File: src/cgc_pkg.sv
package cgc_pkg;

	localparam int COORD_BITS = 16;
	localparam int DIFF_BITS  = COORD_BITS + 1;        // signed coordinate difference
	localparam int PROD_BITS  = 2 * DIFF_BITS;         // signed product
	localparam int SUM_BITS   = PROD_BITS + 1;         // signed sum of two products
	localparam int LEN_BITS   = 2 * COORD_BITS + 1;    // unsigned squared length
	localparam int MAG_BITS   = COORD_BITS;            // |d| magnitude
	localparam int REM_BITS   = LEN_BITS + 1;
	localparam int DIST_BITS  = 2 * COORD_BITS + 1;
	localparam int CFG_BITS   = COORD_BITS;
	localparam int IDX_BITS   = 3;
	localparam int CNT_BITS   = 3;
	localparam int NUM_EDGES  = 3;

	// one cell per quotient bit of the scaled divide
	localparam int DIV_CELLS  = MAG_BITS;

	localparam logic [IDX_BITS-1:0] REG_SOURCE_COUNT = 3'd0;
	localparam logic [IDX_BITS-1:0] REG_FIRST_X      = 3'd1;
	localparam logic [IDX_BITS-1:0] REG_FIRST_Y      = 3'd2;
	localparam logic [IDX_BITS-1:0] REG_SECOND_X     = 3'd3;
	localparam logic [IDX_BITS-1:0] REG_SECOND_Y     = 3'd4;
	localparam logic [IDX_BITS-1:0] REG_THIRD_X      = 3'd5;
	localparam logic [IDX_BITS-1:0] REG_THIRD_Y      = 3'd6;

	localparam logic [1:0] ST_INSIDE  = 2'd0;
	localparam logic [1:0] ST_EDGE    = 2'd1;
	localparam logic [1:0] ST_SEGMENT = 2'd2;
	localparam logic [1:0] ST_UNSUP   = 2'd3;

	localparam logic [CNT_BITS-1:0] CNT_SEGMENT  = 3'd2;
	localparam logic [CNT_BITS-1:0] CNT_TRIANGLE = 3'd3;

	typedef struct packed {
		logic [COORD_BITS-1:0] target_x;
		logic [COORD_BITS-1:0] target_y;
	} in_item_t;

	typedef struct packed {
		logic [COORD_BITS-1:0] clipped_x;
		logic [COORD_BITS-1:0] clipped_y;
		logic [1:0]            clip_status;
	} out_item_t;

	// per-axis divide work handed along the chain
	typedef struct packed {
		logic [MAG_BITS-1:0] mag;   // |d|, consumed MSB first
		logic                neg;
		logic [LEN_BITS-1:0] num;   // dot
		logic [LEN_BITS-1:0] den;   // len2
		logic [REM_BITS-1:0] rem;
		logic [MAG_BITS:0]   q;
		logic [COORD_BITS-1:0] base;
		logic                fixed; // result already settled as base
	} axis_work_t;

	typedef struct packed {
		axis_work_t wx;
		axis_work_t wy;
	} edge_work_t;

	// context that rides next to the divide chain
	typedef struct packed {
		logic [COORD_BITS-1:0] tx;
		logic [COORD_BITS-1:0] ty;
		logic [1:0]            status;
		logic                  in_tri;
	} ctx_t;

endpackage

File: src/cgc_div_cell.sv
module cgc_div_cell
	import cgc_pkg::*;
(
	input  logic       clk,
	input  logic       en,
	input  edge_work_t w_in [NUM_EDGES],
	input  ctx_t       c_in,
	output edge_work_t w_out [NUM_EDGES],
	output ctx_t       c_out
);

	function automatic axis_work_t step(axis_work_t a);
		axis_work_t r;
		logic [REM_BITS-1:0] rm;
		logic [MAG_BITS:0] qq;
		r  = a;
		rm = {a.rem[REM_BITS-2:0], 1'b0};
		qq = {a.q[MAG_BITS-1:0], 1'b0};
		if (rm >= {1'b0, a.den}) begin
			rm = rm - {1'b0, a.den};
			qq = qq + 1'b1;
		end
		if (a.mag[MAG_BITS-1]) begin
			rm = rm + {1'b0, a.num};
			if (rm >= {1'b0, a.den}) begin
				rm = rm - {1'b0, a.den};
				qq = qq + 1'b1;
			end
		end
		r.rem = rm;
		r.q   = qq;
		r.mag = {a.mag[MAG_BITS-2:0], 1'b0};
		return r;
	endfunction

	edge_work_t w_q [NUM_EDGES];
	ctx_t       c_q;

	always_ff @(posedge clk) begin
		if (en) begin
			for (int e = 0; e < NUM_EDGES; e++) begin
				w_q[e].wx <= step(w_in[e].wx);
				w_q[e].wy <= step(w_in[e].wy);
			end
			c_q <= c_in;
		end
	end

	assign w_out = w_q;
	assign c_out = c_q;

endmodule

File: config.mk
export PLATFORM = sky130hd
export DESIGN_NAME = cgc_div_cell
export DESIGN_NICKNAME = d
export VERILOG_FILES = /design/src/cgc_pkg.sv /design/src/cgc_div_cell.sv
export SDC_FILE = /design/constraint.sdc
export NUM_CORES = 2
export LEC_CHECK = 0
export ABC_CLOCK_PERIOD_IN_PS = 8200
export BUFFER_PORTS_ARGS = -buffer_cell sky130_fd_sc_hd__buf_2
export CELL_PAD_IN_SITES_DETAIL_PLACEMENT = 2
export CELL_PAD_IN_SITES_GLOBAL_PLACEMENT = 2
export CORE_AREA = 2 2 728 730
export DETAILED_ROUTE_END_ITERATION = 8
export DIE_AREA = 0 0 730 732
export GPL_ROUTABILITY_DRIVEN = 0
export PLACE_DENSITY = 0.41
export SYNTH_ARGS = -nofsm -noshare
export SYNTH_HDL_FRONTEND = slang
export SYNTH_SLANG_ARGS = --single-unit
File: constraint.sdc
create_clock -name clk -period 8.2 [get_ports clk]
set_clock_uncertainty 0.2 [all_clocks]
set_input_delay 0.82 -clock clk [delete_from_list [all_inputs] [get_ports clk]]
set_output_delay 0.82 -clock clk [all_outputs]
set_load 0.03 [all_outputs]
==> flow_summary.ini <==
[status]
outcome = finished, final reports clean

[layout]
final_common_cell = buf_4
final_cell_mix = buf_4, buf_2, edfxtp_1, a21oi_1, dlygate4sd3_1
nets = 13262
drive_above_1_share_pct = 44.6
area_growth_pct = 77.2

[worst_setup_path]
start_kind = input pin
critPathSlowestCell = fa_2
critical_path.max_stage_delay_ps = 410
worstPathArrival_ps = 8490
endpoint_kind = register
crit_type = input pin to register
crit_path_max_fanout = 8
crit_required_ps = 8550

[global_routing]
grt_util_met3_pct = 3.98
grt_antenna_before_repair = 169
use_met1_pct = 21.8
grt_max_degree = 124
top_usage_layer = met2
globalRoute.totalOverflow = 0
grt_pass1_vias = 83854
grt_first_pass_wirelength_mm = 675
grtUsageMet2_pct = 30.8
grt_usage_pct = 17.8

[floorplan]
placementRows = 267
fp.dieH_um = 732
pin_count = 1884
start_util_pct = 12.6
dieArea_um2 = 534000
die_w_um = 730
coreArea_um2 = 527000

[timing]
setup_viol = 0
hold_viol = 0
relSlewSlack_pct = 31.4
fin_ws_ps = 64.4
rsz0062_at_grt = yes
max_clock_freq_ghz = 0.123
fin_crit_sh_pct = 99.2
drv_slew = 0
period_minus_slack_ps = 8140
worst_slew_pin_slew_ps = 1030

[synth]
synthArstFlopShare_pct = 0
yosysUniqueCellTypes = 88
netlist_area_um2 = 66500
synth_seq_area_share_pct = 42.2
syn-instance-count = 6765
yosysWarnings = 0
ys.flop_type = edfxtp_1
ys_ff_latch = 935
syn_area_per_cell_um2 = 9.83
synth_edf_count = 935

[drt]
routed_via_density = 4.01
antenna_left = 0
wl_per_cell_um = 26.3
first_pass_iters = 5
totalWireLength_mm = 496
drc = 0
first_iter_violations = 3087
num_vias = 75495

[cts]
cts_max_level = 4
cts-root-buf = clkbuf_16
clk_pin_slew_ps = 50
cts.sinks = 935
cts_buffers = 146
tritoncts = done
clk_path_buf_depth = 4

[min_path]
hold_path.class = input pin to register

[power_and_ir_drop]
power_frac_comb_pct = 61.9
p_sw_mw = 15.2
design_power_total_mw = 35.0
leakage_nw = 52.8
p_seq_share_pct = 19.0
ir_drop_mv = 0.141
p_per_area_nw_per_um2 = 297
p_clk_share_pct = 19.1
p_int_mw = 19.8
p_sw_share_pct = 43.3

[placement]
port_buffers = 1865
dp_slack_ps = -2710
dp_hpwl_mm = 423

[run]
drv_cap = 0
-- final timing paths --
kind                  cells past startpoint  slack, ps    endpoint       from
worst max-delay path                     41         60  w_out[192]  w_in[220]
worst min-delay path                      1         80  w_out[601]  w_in[600]
-- cell usage after synthesis (61+ instances only) --
library cell	number	area (um2)
nand2_1	488	1830
a21o_1	328	2460
nand3_1	150	751
o21ai_0	450	2250
mux2i_1	65	651
and3_1	75	469
inv_1	411	1540
o21bai_1	93	698
edfxtp_1	935	28100
clkbuf_1	146	548
xnor2_1	363	3180
nand4_1	83	519
nand2b_1	84	526
o21a_1	88	661
nor2_1	524	1970
nor3_1	109	546
xor2_1	229	2010
nor2b_1	61	382
a31oi_1	92	576
ha_1	600	7510
a21oi_1	683	3420
-- power by group through the flow --
stage / sequential, mW / combinational [mW] / clock [mW]
after detailed placement: 6.77 / 19.6 / 0
after floorplan: 7.88 / 8.32 / 0
after global placement: 6.78 / 19.3 / 0
after CTS: 6.70 / 21.0 / 6.99
after global routing: 6.73 / 23.5 / 7.07
final: 6.67 / 21.7 / 6.68
-- through the flow --
stage	setup TNS (ps)	utilization, %	instance area, um2	instances	hold WS, ps
after floorplan	0	-	66700	6770	719
after global placement	-463170	19.5	102000	17852	797
after detailed placement	-485080	19.5	102000	17852	798
after CTS	-3.81	21.8	115000	18727	1.03
after global routing	-3410	22.4	118000	18817	4.94
final	0	22.4	118000	18848	82.3
-- worst max-delay path, delay by kind of cell --
family / cells / cell delay (ps)
AO/OA/AOI/OAI: 22 / 4390
buffers and inverters: 9 / 1390
AND/OR/NAND/NOR: 5 / 400
multiplexers: 2 / 600
adder cells (fa/ha/maj): 3 / 830
-- registers in the layout (all words and copies together), names as in the netlist --
signal,flops
w_out,900
c_out,35
-- layer usage --
| metal | vias up | share of wire, % |
|---|---|---|
| met1 | 38018 | 43 |
| met2 | 1793 | 48 |
| li1 | 35061 | - |
| met4 | 82 | 3.5 |
| met3 | 541 | 5.7 |
| met5 | - | 0.11 |
-- repair_timing --
action | CTS | global route
cloned | 10 | 5
resized for setup | 326 | 474
endpoints found under the hold margin | 550 | 0
hold buffers | 550 | 0
setup endpoints to repair | 302 | 306
buffers inserted | 59 | 81
pin swaps | 105 | 238
-- cell type report --
cell class	count	area, um2
inverter	416	1570
timing repair buffer	4967	35000
antenna	42	105
sequential	935	28100
multi-input combinational	5235	39600
clock buffer	169	3740
tap	6994	8750
fill	60011	409000
clock inverter	90	1040
-- cell families after synthesis --
| logic type | synth area share [%] |
|---|---|
| muxes | 1.89 |
| other | 0.00564 |
| buffers and inverters | 3.49 |
| xor gates and xnor gates | 7.83 |
| and+or+nand+nor | 12.4 |
| DFF | 42.2 |
| adders and majority gates | 11.8 |
| AOI/OAI and AO/OA | 20.4 |
Note: power is estimated with default switching activity, not from simulation.
